===== config.mk =====
export PLATFORM = sky130hd
export DESIGN_NAME = ant_ctrl
export DESIGN_NICKNAME = d
export VERILOG_FILES = /design/src/rtl/ant_pkg.sv /design/src/rtl/ant_ctrl.sv
export SDC_FILE = /design/constraint.sdc
export NUM_CORES = 1
export LEC_CHECK = 0
export ABC_AREA = 1
export BUFFER_PORTS_ARGS = -buffer_cell sky130_fd_sc_hd__buf_2
export CAP_MARGIN = 10
export CELL_PAD_IN_SITES_DETAIL_PLACEMENT = 0
export CELL_PAD_IN_SITES_GLOBAL_PLACEMENT = 1
export CORE_AREA = 8 8 45 47
export DETAILED_ROUTE_END_ITERATION = 7
export DIE_AREA = 0 0 53 55
export PLACE_DENSITY_LB_ADDON = 0.1
export SLEW_MARGIN = 40
export SYNTH_ARGS = -nofsm -noshare
export SYNTH_HDL_FRONTEND = slang
export SYNTH_SLANG_ARGS = --single-unit

===== constraint.sdc =====
create_clock -name aclk -period 2.9 [get_ports aclk]
set_input_delay 0.145 -clock aclk [delete_from_list [all_inputs] [get_ports aclk]]
set_output_delay 0.145 -clock aclk [all_outputs]
set_load 0.05 [all_outputs]

===== src/rtl/ant_pkg.sv =====
// ant_pkg: shared types, codes and constants of the active note tracker.
// Used by ant_ctrl, ant_dp and active_note_tracker; depends on nothing else.

package ant_pkg;

    localparam int TRACKS_DEFAULT  = 4;
    localparam int NOTE_BITS       = 7;
    localparam int CHAN_BITS       = 4;
    localparam int TRACK_SPAN_BITS = NOTE_BITS + CHAN_BITS;

    // Command codes of an input item.
    localparam logic [1:0] CMD_NOTE_ON     = 2'd0;
    localparam logic [1:0] CMD_NOTE_OFF    = 2'd1;
    localparam logic [1:0] CMD_FLUSH_TRACK = 2'd2;
    localparam logic [1:0] CMD_FLUSH_ALL   = 2'd3;

    // Message kinds.
    localparam logic KIND_NOTE_ON  = 1'b0;
    localparam logic KIND_NOTE_OFF = 1'b1;

    // Result status codes.
    localparam logic [1:0] STAT_OK        = 2'd0;
    localparam logic [1:0] STAT_RANGE     = 2'd1;
    localparam logic [1:0] STAT_SATURATED = 2'd2;
    localparam logic [1:0] STAT_NO_NOTE   = 2'd3;

    typedef struct packed {
        logic [1:0]        cmd;
        logic [1:0]        track;
        logic [4:0]        channel;
        logic [3:0]        track_channel;
        logic [6:0]        note;
        logic signed [7:0] transpose;
        logic [6:0]        velocity;
    } in_item_t;

    typedef struct packed {
        logic       emit;
        logic       kind;
        logic [3:0] out_channel;
        logic [6:0] out_note;
        logic [6:0] out_velocity;
        logic [7:0] repeat_count;
        logic [1:0] status;
        logic       done_res;
    } out_item_t;

    // Commands from the controller to the datapath.
    typedef struct packed {
        logic clr_step;
        logic load;
        logic lookup;
        logic finish_item;
        logic scan_init;
        logic scan_step;
        logic scan_finish;
    } ctrl_cmd_t;

    // Status from the datapath to the controller.
    typedef struct packed {
        logic clr_last;
        logic is_flush;
        logic scan_hit;
        logic scan_empty;
        logic out_free;
    } dp_status_t;

endpackage


===== src/rtl/ant_ctrl.sv =====
// ant_ctrl: state machine that sequences the clearing pass, note lookups and flush scans.
// Depends on ant_pkg; drives the datapath ant_dp through command and status structs.

module ant_ctrl
    import ant_pkg::*;
(
    input  logic       aclk,
    input  logic       aresetn,
    input  logic       s_valid,
    output logic       s_ready,
    input  dp_status_t stat,
    output ctrl_cmd_t  cmd
);

    localparam logic [2:0] ST_CLEAR  = 3'd0;
    localparam logic [2:0] ST_IDLE   = 3'd1;
    localparam logic [2:0] ST_DECODE = 3'd2;
    localparam logic [2:0] ST_UPDATE = 3'd3;
    localparam logic [2:0] ST_SCAN   = 3'd4;

    logic [2:0] state_reg;
    logic [2:0] state_next;

    assign s_ready = (state_reg == ST_IDLE);

    always_comb begin
        state_next = state_reg;
        cmd        = '0;
        unique case (state_reg)
            ST_CLEAR: begin
                cmd.clr_step = 1'b1;
                if (stat.clr_last) begin
                    state_next = ST_IDLE;
                end
            end
            ST_IDLE: begin
                if (s_valid) begin
                    cmd.load   = 1'b1;
                    state_next = ST_DECODE;
                end
            end
            ST_DECODE: begin
                if (stat.is_flush) begin
                    cmd.scan_init = 1'b1;
                    state_next    = ST_SCAN;
                end else begin
                    cmd.lookup = 1'b1;
                    state_next = ST_UPDATE;
                end
            end
            ST_UPDATE: begin
                if (stat.out_free) begin
                    cmd.finish_item = 1'b1;
                    state_next      = ST_IDLE;
                end
            end
            ST_SCAN: begin
                // A found entry or an exhausted range waits for the result slot.
                if (stat.scan_hit || stat.scan_empty) begin
                    if (stat.out_free) begin
                        cmd.scan_finish = 1'b1;
                        state_next      = ST_IDLE;
                    end
                end else begin
                    cmd.scan_step = 1'b1;
                end
            end
            default: begin
                state_next = ST_CLEAR;
            end
        endcase
    end

    always_ff @(posedge aclk) begin
        if (!aresetn) begin
            state_reg <= ST_CLEAR;
        end else begin
            state_reg <= state_next;
        end
    end

endmodule


Word-level counts from Yosys, hierarchy flattened
Cells that the tools add are included.
Widths: inputs -> output; s select.

word-level totals
  bits of input ports = 8
  flip-flop bits (word level) = 3
  output and inout port bits = 8

operators by class
  reduce and logical (&&, ||, !) cells = 3
  equality and inequality tests = 7
  muxes and demuxes = 18

operators with widths
  kind                count
  $mux 3              5
  $pmux 3 s5          1
  $mux 1              11
  $eq 3x2->1 const B  2
  $ne 2x2->1 const B  3
  $eq 3x1->1 const B  1
  $eq 3x3->1 const B  1
  $logic_not 3->1     1
  $reduce_and 3->1    1
  $mux 2              1
  $logic_or 1x1->1    1

Longest topological paths before layout
Gate-level depths: netlist of the first run.

  depth in word-level cells = 3
  mapped depth = 8

Least setup slack after synthesis of the first run
OpenSTA, ideal clock, no wires.

  path kind = register to register
  from = reg state_reg[1]
  to = reg state_reg[1]
  setup time = 0.064 ns
  slack = 0.943 ns
  data required time = 2.836 ns
  path buffers = 0
  stages on the path, launching flop included = 7
  data arrival time = 1.894 ns
  cell sequence = dfxtp_1 nand2_1 nor3_1 nor2_1 nand3_1 nand2_1 nor2_1

on the way
  cells in the longest elaborated chain, start to end = 3

ends and longest elaborated chain
  item                                                      line            text
  start, declared                                           ant_ctrl.sv:21  logic [2:0] state_reg;
  start signal, assigned                                    ant_ctrl.sv:78  state_reg <= state_next;
  $eq 3x3->1 (tied with other cells)                        ant_ctrl.sv:29  unique case (state_reg)
  $ne 2x2->1 (no line) or $mux 3 (tied branches)            -
  $reduce_and 3->1 (no line) or $pmux 3 s5 (tied branches)  -

Parallel ways exist; a longest one is shown, timed or not. The select of a mux whose other input is x is not followed.
A chain may end at the register's enable or synchronous reset.

==> run_summary.xml, run 1 <==
<?xml version="1.0" encoding="UTF-8"?>
<metrics>
  <group name="clocking">
    <metric name="cts.htree.levels" unit="">1</metric>
    <metric name="tritoncts_clock_tree" unit="">yes</metric>
    <metric name="clock_slew_at_the_register_clock_pins_of_the_worst_setup_and_hold_paths" unit="ns">0.04</metric>
    <metric name="cts_inserted_buffers" unit="">3</metric>
    <metric name="ctsResizeCount" unit="">0</metric>
    <metric name="clock_path_buffers" unit="">2</metric>
    <metric name="worst_skew_pair.late_latency" unit="ns">0.23</metric>
    <metric name="cts_setup_buffers" unit="">0</metric>
    <metric name="cts.hold.buffers_added" unit="">0</metric>
    <metric name="clock-root-buffer" unit="">sky130_fd_sc_hd__clkbuf_4</metric>
    <metric name="cts_num_sinks" unit="">3</metric>
  </group>
  <group name="timing">
    <metric name="max_slew.worst_pin.slew" unit="ns">0.2578</metric>
    <metric name="timing_max_transition_violations_final" unit="">0</metric>
    <metric name="max-slew-margin-rel" unit="">0.8279</metric>
    <metric name="final_setup_violation_count" unit="">0</metric>
    <metric name="period_minus_slack" unit="ns">1.454</metric>
    <metric name="finalSetupTns" unit="ns">0</metric>
    <metric name="rsz0062_at_grt" unit="">no</metric>
    <metric name="hold_viol_final" unit="">0</metric>
    <metric name="layout_worst_path_cycle_share" unit="">0.5014</metric>
    <metric name="fin_skew" unit="ns">0.001455</metric>
    <metric name="maximum_clock_frequency" unit="MHz">687.8</metric>
  </group>
  <group name="job">
    <metric name="max-cap-violations" unit="">0</metric>
  </group>
  <group name="route">
    <metric name="drt.antenna.violating_nets" unit="">0</metric>
    <metric name="drt_wl_cell" unit="um">9.779</metric>
    <metric name="firstDrtPassIters" unit="">4</metric>
    <metric name="drt_iter0_drc" unit="">6</metric>
    <metric name="routed-via-count" unit="">359</metric>
    <metric name="wl" unit="um">841</metric>
    <metric name="vias_per_cell" unit="">4.174</metric>
    <metric name="drc" unit="">0</metric>
  </group>
  <group name="floorplan">
    <metric name="fp-row-count" unit="">14</metric>
    <metric name="initial_core_utilization" unit="">0.2107</metric>
    <metric name="die_w" unit="um">53</metric>
    <metric name="ioPinCount" unit="">16</metric>
    <metric name="placeableCoreArea" unit="mm^2">0.001384</metric>
    <metric name="die_height" unit="um">55</metric>
    <metric name="floorplan.die_area" unit="mm^2">0.002915</metric>
  </group>
  <group name="global_route">
    <metric name="grt_max_degree" unit="">8</metric>
    <metric name="groute.usage.overall" unit="">0.06550</metric>
    <metric name="first_pass_grt_wire_length" unit="um">1428</metric>
    <metric name="grt_overflow_total" unit="">0</metric>
    <metric name="antenna_found_initial" unit="">0</metric>
    <metric name="number_of_global_route_vias_before_repair" unit="">333</metric>
  </group>
  <group name="logic_synthesis">
    <metric name="ranking_of_synthesized_cells_by_area" unit="">sky130_fd_sc_hd__dfxtp_1 21%, sky130_fd_sc_hd__nor2_1 14%, sky130_fd_sc_hd__nand2_1 12%</metric>
    <metric name="synth_enable_flop_cells" unit="">0</metric>
    <metric name="synth_top_cells_by_count" unit="">11 x sky130_fd_sc_hd__nor2_1, 9 x sky130_fd_sc_hd__nand2_1, 6 x sky130_fd_sc_hd__inv_1, 5 x sky130_fd_sc_hd__inv_2, 5 x sky130_fd_sc_hd__nand3_1</metric>
    <metric name="synthesis.area_per_instance" unit="um^2">5.606</metric>
    <metric name="postSynthNetCount" unit="">60</metric>
    <metric name="async_reset_ff_frac" unit="">0</metric>
    <metric name="yosysTopAreaCellShare" unit="">0.2060</metric>
    <metric name="post-synth-top-area-cell" unit="">sky130_fd_sc_hd__dfxtp_1</metric>
    <metric name="mappedNetlistArea" unit="um^2">291.5</metric>
    <metric name="synth_cells" unit="">52</metric>
    <metric name="synth_flop_cell" unit="">sky130_fd_sc_hd__dfxtp_1</metric>
    <metric name="ys.warnings.count" unit="">0</metric>
    <metric name="synth.ff_latch_count" unit="">3</metric>
    <metric name="synth_most_common_cell" unit="">sky130_fd_sc_hd__nor2_1</metric>
    <metric name="sequential_fraction_of_the_synthesis_area" unit="">0.2060</metric>
    <metric name="yosysUniqueCellTypes" unit="">15</metric>
  </group>
  <group name="worst_setup_path">
    <metric name="worstSetupPathType" unit="">reg2out</metric>
    <metric name="worst_ep_arrival_time" unit="ns">1.31</metric>
    <metric name="critical_path.endpoint_type" unit="">output port</metric>
    <metric name="worst_setup_path_start_kind" unit="">flop</metric>
    <metric name="cp_max_fo" unit="">7</metric>
    <metric name="critPathRequiredTime" unit="ns">2.76</metric>
  </group>
  <group name="power">
    <metric name="power_switching" unit="W">0.0002847</metric>
    <metric name="power.sequential.fraction" unit="">0.185</metric>
    <metric name="power_switching_share" unit="">0.5864</metric>
    <metric name="p_comb_frac" unit="">0.665</metric>
    <metric name="pwr-share-clk" unit="">0.150</metric>
    <metric name="power-per-cell-area" unit="mW/mm^2">1197</metric>
    <metric name="power_leakage" unit="nW">0.2432</metric>
    <metric name="p_int" unit="W">0.0002007</metric>
    <metric name="max-vdd-ir-drop" unit="mV">0.3852</metric>
  </group>
  <group name="layout">
    <metric name="antenna_cells" unit="">0</metric>
    <metric name="num-fill-cells" unit="">172</metric>
    <metric name="area_growth_syn_to_layout" unit="%">39.06</metric>
    <metric name="post_layout_nets" unit="">79</metric>
    <metric name="layout-drive-gt1-share" unit="">0.4286</metric>
    <metric name="largest_register_ff_count" unit="">3</metric>
    <metric name="final_core_utilization" unit="">0.2929</metric>
  </group>
  <group name="worst_hold_path">
    <metric name="hold_path.class" unit="">in2reg</metric>
  </group>
  <group name="placed_design">
    <metric name="gp_congestion" unit="">0.7764</metric>
    <metric name="buffer_ports.inserted" unit="">15</metric>
    <metric name="detailed_place_hpwl" unit="um">729.5</metric>
  </group>
  <group name="status">
    <metric name="run_status" unit="">finished clean</metric>
  </group>
</metrics>
layout make-up:
| class | count | area (um^2) | area share |
|---|---|---|---|
| Multi-Input combinational cell | 37 | 182.7 | 0.4506 |
| Clock buffer | 4 | 26.28 | 0.06481 |
| Inverter | 11 | 41.29 | 0.1019 |
| Timing Repair Buffer | 15 | 75.07 | 0.1852 |
| Tap cell | 16 | 20.02 | 0.04938 |
| Sequential cell | 3 | 60.06 | 0.1481 |
cell usage in the layout (no fill, tap or decap), drive strengths merged:
cell type  instances
a31oi              1
buf               15
nor2              13
clkbuf             4
nand2             13
dfxtp              3
o21ai              1
nor3               3
nand3              5
a21oi              1
inv               11
metrics by stage:
| step | hold WS [ns] | worst slack [ns] | instance area, um^2 | std cells | total power, W |
|---|---|---|---|---|---|
| finish | 0.1635 | 1.446 | 405.4 | 86 | 0.0004854 |
| global route | 0.1779 | 1.292 | 405.4 | 86 | 0.0005364 |
| CTS | 0.1557 | 1.413 | 405.4 | 86 | 0.0004975 |
| detailed placement | 0.4040 | 1.660 | 379.1 | 82 | 0.0004195 |
| global placement | 0.4046 | 1.656 | 379.1 | 82 | 0.0004229 |
| floorplan | 0.2654 | 0.9427 | 291.5 | 52 | 0.0003503 |
worst max-delay path, stage by stage (launching register included):
cell and delay, ns:
sky130_fd_sc_hd__dfxtp_1 0.45, sky130_fd_sc_hd__nand2_1 0.11, sky130_fd_sc_hd__nor3_1 0.21, sky130_fd_sc_hd__buf_2 0.31
final timing paths:
kind	from	end	slack, ns	cells after the start
min	aresetn	state_reg[0]$_SDFFE_PN0P_	0.16	3
max	state_reg[1]$_SDFFE_PN0P_	cmd[4]	1.45	3
min reg2reg	state_reg[0]$_SDFFE_PN0P_	state_reg[0]$_SDFFE_PN0P_	0.58	2
max reg2reg	state_reg[2]$_SDFFE_PN0P_	state_reg[1]$_SDFFE_PN0P_	1.68	7
cells by family (layout without fill, tap and decap cells):
logic type / after synthesis / after routing / synth area share
AOI/OAI and AO/OA: 3 / 3 / 0.06867
buffers and inverters: 12 / 30 / 0.1674
DFF: 3 / 3 / 0.2060
and+or+nand+nor: 34 / 34 / 0.5579
power groups by stage:
stage | logic [W] | clock network (W) | registers, W
3_5_place_dp | 0.000327 | 0 | 0.0000925
4_1_cts | 0.000328 | 0.0000784 | 0.0000912
3_3_place_gp | 0.000330 | 0 | 0.0000930
6_report | 0.000323 | 0.0000726 | 0.0000898
5_1_grt | 0.000360 | 0.0000834 | 0.0000929
2_1_floorplan | 0.000268 | 0 | 0.0000828
routing by layer:
| layer | GRT usage | wire [um] |
|---|---|---|
| met1 | 0.07424 | 332 |
| met2 | 0.1055 | 376 |
| met3 | 0.04545 | 132 |
| met4 | 0 | 0 |
| met5 | 0 | 0 |
Power figures use the tool's default switching activity.
==> run 2, diff against run 1 <==
Settings changed: ABC_AREA 1 to 0.
Clock period 2.9 ns to 1.3 ns, I/O delays scaled along.
==> run_summary.xml, run 2 <==
<?xml version="1.0" encoding="UTF-8"?>
<metrics>
  <group name="status">
    <metric name="run_status" unit="">complete, but fails checks</metric>
    <metric name="violations_in_the_final_reports" unit="">negative setup slack</metric>
  </group>
  <group name="timing">
    <metric name="max-slew-margin-rel" unit="">0.7615</metric>
    <metric name="layout_worst_path_cycle_share" unit="">1.109</metric>
    <metric name="timing_max_transition_violations_final" unit="">0</metric>
    <metric name="hold_viol_final" unit="">0</metric>
    <metric name="fin_skew" unit="ns">0.002083</metric>
    <metric name="final_setup_violation_count" unit="">6</metric>
    <metric name="final.hold.worst_slack" unit="ns">0.1038</metric>
    <metric name="period_minus_slack" unit="ns">1.442</metric>
    <metric name="max_slew.worst_pin.slew" unit="ns">0.3572</metric>
    <metric name="rsz0062_at_grt" unit="">yes</metric>
    <metric name="finalSetupTns" unit="ns">-0.5515</metric>
    <metric name="maximum_clock_frequency" unit="MHz">693.3</metric>
    <metric name="setup_slack" unit="ns">-0.1423</metric>
  </group>
  <group name="route">
    <metric name="firstDrtPassIters" unit="">3</metric>
    <metric name="drt_wl_cell" unit="um">12.94</metric>
    <metric name="drt_iter0_drc" unit="">4</metric>
    <metric name="drt.antenna.violating_nets" unit="">0</metric>
    <metric name="drc" unit="">0</metric>
    <metric name="wl" unit="um">1009</metric>
    <metric name="vias_per_cell" unit="">4.667</metric>
    <metric name="routed-via-count" unit="">364</metric>
  </group>
  <group name="logic_synthesis">
    <metric name="sequential_fraction_of_the_synthesis_area" unit="">0.2078</metric>
    <metric name="synth_most_common_cell" unit="">sky130_fd_sc_hd__nor3_1</metric>
    <metric name="dominant_combinational_cell_family_by_area_after_synthesis" unit="">simple AND/OR/NAND/NOR gates</metric>
    <metric name="yosysTopAreaCellShare" unit="">0.2078</metric>
    <metric name="synth_xor_xnor_area_share" unit="">0</metric>
    <metric name="synth_simple_gate_area_share" unit="">0.4589</metric>
    <metric name="ys.warnings.count" unit="">0</metric>
    <metric name="yosysUniqueCellTypes" unit="">21</metric>
    <metric name="synthesis.area_per_instance" unit="um^2">7.606</metric>
    <metric name="synth_cells" unit="">38</metric>
    <metric name="postSynthNetCount" unit="">46</metric>
    <metric name="synth_top_cells_by_count" unit="">6 x sky130_fd_sc_hd__nor3_1, 5 x sky130_fd_sc_hd__nor2_1, 4 x sky130_fd_sc_hd__nand2_1, 3 x sky130_fd_sc_hd__dfxtp_1</metric>
    <metric name="adder_and_majority_cell_fraction_of_the_synthesized_area" unit="">0</metric>
    <metric name="synth_flop_cell" unit="">sky130_fd_sc_hd__dfxtp_1</metric>
    <metric name="ranking_of_synthesized_cells_by_area" unit="">sky130_fd_sc_hd__dfxtp_1 21%, sky130_fd_sc_hd__nor3_1 10%, sky130_fd_sc_hd__nor2_1 6.5%</metric>
    <metric name="synthMuxAreaShare" unit="">0</metric>
    <metric name="synth_enable_flop_cells" unit="">0</metric>
    <metric name="post-synth-top-area-cell" unit="">sky130_fd_sc_hd__dfxtp_1</metric>
    <metric name="mappedNetlistArea" unit="um^2">289.0</metric>
    <metric name="synth_compound_area_frac" unit="">0.2511</metric>
    <metric name="synth.ff_latch_count" unit="">3</metric>
    <metric name="async_reset_ff_frac" unit="">0</metric>
  </group>
  <group name="clocking">
    <metric name="cts_num_sinks" unit="">3</metric>
    <metric name="tritoncts_clock_tree" unit="">yes</metric>
    <metric name="cts_inserted_buffers" unit="">3</metric>
    <metric name="clock-root-buffer" unit="">sky130_fd_sc_hd__clkbuf_4</metric>
    <metric name="cts.htree.levels" unit="">1</metric>
    <metric name="clock_slew_at_the_register_clock_pins_of_the_worst_setup_and_hold_paths" unit="ns">0.04</metric>
    <metric name="worst_skew_pair.late_latency" unit="ns">0.23</metric>
    <metric name="clock_path_buffers" unit="">2</metric>
  </group>
  <group name="job">
    <metric name="max-cap-violations" unit="">0</metric>
  </group>
  <group name="layout">
    <metric name="antenna_cells" unit="">0</metric>
    <metric name="largest_register_ff_count" unit="">3</metric>
    <metric name="final_core_utilization" unit="">0.4114</metric>
    <metric name="design_area" unit="um^2">569.3</metric>
    <metric name="layout_commonest_cell" unit="">sky130_fd_sc_hd__buf_4</metric>
    <metric name="area_growth_syn_to_layout" unit="%">96.97</metric>
    <metric name="layout-drive-gt1-share" unit="">0.6774</metric>
    <metric name="most-common-layout-cells" unit="">9 x sky130_fd_sc_hd__buf_4, 7 x sky130_fd_sc_hd__buf_2, 6 x sky130_fd_sc_hd__buf_6</metric>
    <metric name="post_layout_nets" unit="">71</metric>
  </group>
  <group name="power">
    <metric name="max-vdd-ir-drop" unit="mV">0.4854</metric>
    <metric name="power_leakage" unit="nW">0.2373</metric>
    <metric name="design_power_total" unit="W">0.0007244</metric>
    <metric name="power-per-cell-area" unit="mW/mm^2">1272</metric>
  </group>
  <group name="worst_setup_path">
    <metric name="critPathRequiredTime" unit="ns">1.42</metric>
    <metric name="critical_path.endpoint" unit="">state_reg[2]$_SDFFE_PN0P_</metric>
    <metric name="cp_slowest_stage_delay" unit="ns">0.42</metric>
    <metric name="worst_setup_path_start" unit="">state_reg[2]$_SDFFE_PN0P_</metric>
    <metric name="worst_ep_arrival_time" unit="ns">1.56</metric>
    <metric name="reg2reg_from" unit="">state_reg[2]$_SDFFE_PN0P_</metric>
    <metric name="worstSetupPathType" unit="">reg2reg</metric>
    <metric name="cp_max_fo" unit="">5</metric>
    <metric name="critical_path.endpoint_type" unit="">flop</metric>
    <metric name="worstRegToRegCells" unit="">5</metric>
    <metric name="path_cells" unit="">or3b_4, buf_4, o21ai_4, nor3_2, o21a_1</metric>
    <metric name="worst_setup_path_start_kind" unit="">flop</metric>
    <metric name="r2r_setup_slack" unit="ns">-0.14</metric>
    <metric name="timing.rr.end" unit="">state_reg[2]$_SDFFE_PN0P_</metric>
    <metric name="crit_path_top_delay_cell" unit="">sky130_fd_sc_hd__or3b_4</metric>
  </group>
  <group name="floorplan">
    <metric name="placeableCoreArea" unit="mm^2">0.001384</metric>
    <metric name="die_height" unit="um">55</metric>
    <metric name="fp-row-count" unit="">14</metric>
    <metric name="die_w" unit="um">53</metric>
    <metric name="floorplan.die_area" unit="mm^2">0.002915</metric>
    <metric name="ioPinCount" unit="">16</metric>
    <metric name="initial_core_utilization" unit="">0.2089</metric>
  </group>
  <group name="global_route">
    <metric name="grt_max_degree" unit="">8</metric>
    <metric name="groute.usage.overall" unit="">0.07318</metric>
    <metric name="number_of_global_route_vias_before_repair" unit="">364</metric>
    <metric name="grt_overflow_total" unit="">0</metric>
    <metric name="antenna_found_initial" unit="">0</metric>
    <metric name="first_pass_grt_wire_length" unit="um">1524</metric>
  </group>
  <group name="worst_hold_path">
    <metric name="hold_path.class" unit="">in2reg</metric>
    <metric name="hold_path_depth" unit="">2</metric>
  </group>
  <group name="placed_design">
    <metric name="dpl-instance-area" unit="um^2">450.4</metric>
    <metric name="buffer_ports.inserted" unit="">15</metric>
    <metric name="gp_congestion" unit="">0.7970</metric>
    <metric name="detailed_place_hpwl" unit="um">806.2</metric>
  </group>
</metrics>
## run 2: cell types whose count changed after synthesis, sizes merged, moves of 3 or more
cell	delta
nand2	-9
nor3	+3
nor2	-8
inv	-11
nand3	-5
## run 2: through the flow
step | std cells | worst slack, ns
2_1_floorplan | 38 | -0.2302
3_3_place_gp | 72 | -0.06850
3_5_place_dp | 72 | -0.1118
4_1_cts | 78 | -0.1609
6_report | 78 | -0.1423
5_1_grt | 78 | -0.2069
## run 2: where the power goes
group | internal (W) | leakage (nW) | switching (W) | total [W]
clock network | 0.000115 | 0.0150 | 0.0000439 | 0.000159
logic | 0.000187 | 0.197 | 0.000261 | 0.000448
registers | 0.000107 | 0.0256 | 0.0000110 | 0.000118
## run 2: what timing repair did
item / 4_1_cts / 5_1_grt
hold buffers: 0 / 0
gates resized for setup: 19 / 3
endpoints found under the setup margin: 11 / 10
pin swaps: 4 / 2
setup buffers: 2 / 0
## run 2: cell families after synthesis
| group | Yosys count |
|---|---|
| compound gates | 9 |
| flops | 3 |
| simple gates | 23 |
| buf+inv | 3 |
## run 2: how the worst min path moves through the flow
stage | start | to | slack, ns
detailed placement | aresetn | state_reg[2]$_SDFFE_PN0P_ | 0.33
global route | aresetn | state_reg[2]$_SDFFE_PN0P_ | 0.11
finish | aresetn | state_reg[2]$_SDFFE_PN0P_ | 0.10
floorplan | aresetn | state_reg[1]$_SDFFE_PN0P_ | 0.17
CTS | aresetn | state_reg[2]$_SDFFE_PN0P_ | 0.09
global placement | aresetn | state_reg[2]$_SDFFE_PN0P_ | 0.34
## run 2: worst max-delay path: cells and delay by family, from the launching register on
kind / cells / cell delay [ns]
DFF: 1 / 0.34
buffers and inverters: 1 / 0.16
and+or+nand+nor: 2 / 0.49
AOI/OAI and AO/OA: 2 / 0.34
## run 2: layout make-up
class / count / area (um^2)
well taps: 16 / 20.02
multi-input cells: 32 / 272.8
repair buffers: 23 / 185.2
fillers: 146 / 814.5
clock buffers: 4 / 26.28
flip-flops and latches: 3 / 65.06
## run 2: metal layers
metal,routed length [um],GRT usage
met1,397,0.06829
met2,534,0.1289
met3,78,0.02139
met4,0,0.06466
met5,0,0
==> run 3, diff against run 2 <==
Settings changed: SKIP_CTS_REPAIR_TIMING from default to 1.
Clock period 1.3 ns to 1.6 ns, I/O delays scaled along.
==> run_summary.xml, run 3 (same netlist as run 2, synthesis figures left out) <==
<?xml version="1.0" encoding="UTF-8"?>
<metrics>
  <group name="route">
    <metric name="vias_per_cell" unit="">4.875</metric>
    <metric name="wl" unit="um">955</metric>
    <metric name="drc" unit="">0</metric>
    <metric name="drt_iter0_drc" unit="">0</metric>
    <metric name="routed-via-count" unit="">351</metric>
    <metric name="drt_wl_cell" unit="um">13.26</metric>
    <metric name="drt.antenna.violating_nets" unit="">0</metric>
    <metric name="firstDrtPassIters" unit="">1</metric>
  </group>
  <group name="timing">
    <metric name="maximum_clock_frequency" unit="MHz">652.3</metric>
    <metric name="final_setup_violation_count" unit="">0</metric>
    <metric name="period_minus_slack" unit="ns">1.533</metric>
    <metric name="rsz0062_at_grt" unit="">no</metric>
    <metric name="finalSetupTns" unit="ns">0</metric>
    <metric name="max_slew.worst_pin.slew" unit="ns">0.2988</metric>
    <metric name="fin_skew" unit="ns">0.002664</metric>
    <metric name="max-slew-margin-rel" unit="">0.7983</metric>
    <metric name="layout_worst_path_cycle_share" unit="">0.9582</metric>
    <metric name="hold_viol_final" unit="">0</metric>
    <metric name="timing_max_transition_violations_final" unit="">0</metric>
  </group>
  <group name="placed_design">
    <metric name="detailed_place_hpwl" unit="um">779.9</metric>
    <metric name="gp_congestion" unit="">0.7218</metric>
    <metric name="buffer_ports.inserted" unit="">15</metric>
    <metric name="dpl-instance-area" unit="um^2">400.4</metric>
  </group>
  <group name="clocking">
    <metric name="clock_path_buffers" unit="">2</metric>
    <metric name="cts.htree.levels" unit="">1</metric>
    <metric name="cts_num_sinks" unit="">3</metric>
    <metric name="clock-root-buffer" unit="">sky130_fd_sc_hd__clkbuf_4</metric>
    <metric name="clock_slew_at_the_register_clock_pins_of_the_worst_setup_and_hold_paths" unit="ns">0.03</metric>
    <metric name="worst_skew_pair.late_latency" unit="ns">0.23</metric>
    <metric name="tritoncts_clock_tree" unit="">yes</metric>
    <metric name="cts_inserted_buffers" unit="">3</metric>
  </group>
  <group name="floorplan">
    <metric name="die_height" unit="um">55</metric>
    <metric name="placeableCoreArea" unit="mm^2">0.001384</metric>
    <metric name="ioPinCount" unit="">16</metric>
    <metric name="fp-row-count" unit="">14</metric>
    <metric name="floorplan.die_area" unit="mm^2">0.002915</metric>
    <metric name="die_w" unit="um">53</metric>
    <metric name="initial_core_utilization" unit="">0.2089</metric>
  </group>
  <group name="layout">
    <metric name="largest_register_ff_count" unit="">3</metric>
    <metric name="final_core_utilization" unit="">0.3110</metric>
    <metric name="layout_commonest_cell" unit="">sky130_fd_sc_hd__buf_2</metric>
    <metric name="layout-drive-gt1-share" unit="">0.5536</metric>
    <metric name="seq_area" unit="um^2">61.31</metric>
    <metric name="multiInputGateArea" unit="um^2">230.2</metric>
    <metric name="num-fill-cells" unit="">166</metric>
    <metric name="design_area" unit="um^2">430.4</metric>
    <metric name="post_layout_nets" unit="">65</metric>
    <metric name="area_growth_syn_to_layout" unit="%">48.92</metric>
    <metric name="most-common-layout-cells" unit="">14 x sky130_fd_sc_hd__buf_2, 5 x sky130_fd_sc_hd__nor2_1, 4 x sky130_fd_sc_hd__nand2_1</metric>
    <metric name="antenna_cells" unit="">0</metric>
  </group>
  <group name="global_route">
    <metric name="antenna_found_initial" unit="">0</metric>
    <metric name="global_route.peak_usage_layer" unit="">met2</metric>
    <metric name="globalRouteMet1Util" unit="">0.07867</metric>
    <metric name="grtUsageMet2" unit="">0.1113</metric>
    <metric name="groute.usage.overall" unit="">0.07310</metric>
    <metric name="first_pass_grt_wire_length" unit="um">1580</metric>
    <metric name="number_of_global_route_vias_before_repair" unit="">366</metric>
    <metric name="grt_overflow_total" unit="">0</metric>
    <metric name="grt_max_degree" unit="">10</metric>
    <metric name="use_met3" unit="">0.03476</metric>
  </group>
  <group name="worst_setup_path">
    <metric name="cp_max_fo" unit="">9</metric>
    <metric name="worstSetupPathType" unit="">reg2out</metric>
    <metric name="worst_setup_path_start_kind" unit="">flop</metric>
    <metric name="critical_path.endpoint_type" unit="">output port</metric>
    <metric name="worst_ep_arrival_time" unit="ns">1.45</metric>
    <metric name="critPathRequiredTime" unit="ns">1.52</metric>
  </group>
  <group name="power">
    <metric name="design_power_total" unit="W">0.0004924</metric>
    <metric name="power-per-cell-area" unit="mW/mm^2">1144</metric>
    <metric name="max-vdd-ir-drop" unit="mV">0.3631</metric>
    <metric name="power_leakage" unit="nW">0.1897</metric>
  </group>
  <group name="worst_hold_path">
    <metric name="hold_path.class" unit="">in2reg</metric>
  </group>
  <group name="status">
    <metric name="run_status" unit="">finished clean</metric>
  </group>
  <group name="job">
    <metric name="max-cap-violations" unit="">0</metric>
  </group>
</metrics>
## run 3: cell type report
cell class / count / area share
multi-input cells: 32 / 0.5349
repair buffers: 17 / 0.2151
flip-flops and latches: 3 / 0.1424
clock buffers: 4 / 0.06105
well taps: 16 / 0.04651
## run 3: power breakdown
part           total [W]  internal [W]  switching, W
Combinational   0.000255     0.0000868      0.000168
Sequential      0.000110     0.0000869     0.0000233
Clock           0.000127     0.0000931     0.0000338
## run 3: path summary, 6_finish.rpt
check / slack [ns] / to / cells after the start / startpoint
worst max register to register: 0.19 / state_reg[0]$_SDFFE_PN0P_ / 4 / state_reg[2]$_SDFFE_PN0P_
worst max-delay path: 0.07 / cmd[1] / 3 / state_reg[2]$_SDFFE_PN0P_
worst min register to register: 0.62 / state_reg[0]$_SDFFE_PN0P_ / 1 / state_reg[0]$_SDFFE_PN0P_
worst min-delay path: 0.11 / state_reg[1]$_SDFFE_PN0P_ / 3 / aresetn
## run 3: stage by stage
stage / hold slack, ns / worst slack [ns] / instances
floorplan: 0.1873 / 0.002135 / 38
global route: 0.1062 / 0.001770 / 72
detailed placement: 0.3406 / 0.1213 / 68
finish: 0.1129 / 0.06686 / 72
CTS: 0.1016 / -0.06360 / 72
global placement: 0.3421 / 0.1391 / 68
## run 3: worst max-delay path, stage by stage, from the launching register on
cell and delay (ns):
sky130_fd_sc_hd__dfxtp_2 0.39, sky130_fd_sc_hd__or3b_4 0.44, sky130_fd_sc_hd__nor3_2 0.11, sky130_fd_sc_hd__buf_2 0.28
## run 3: per-layer routing
metal  up-vias  wire (um)
met4         0         13
met2        12        432
li1        177          -
met5         -          0
met1       160        431
met3         2         77
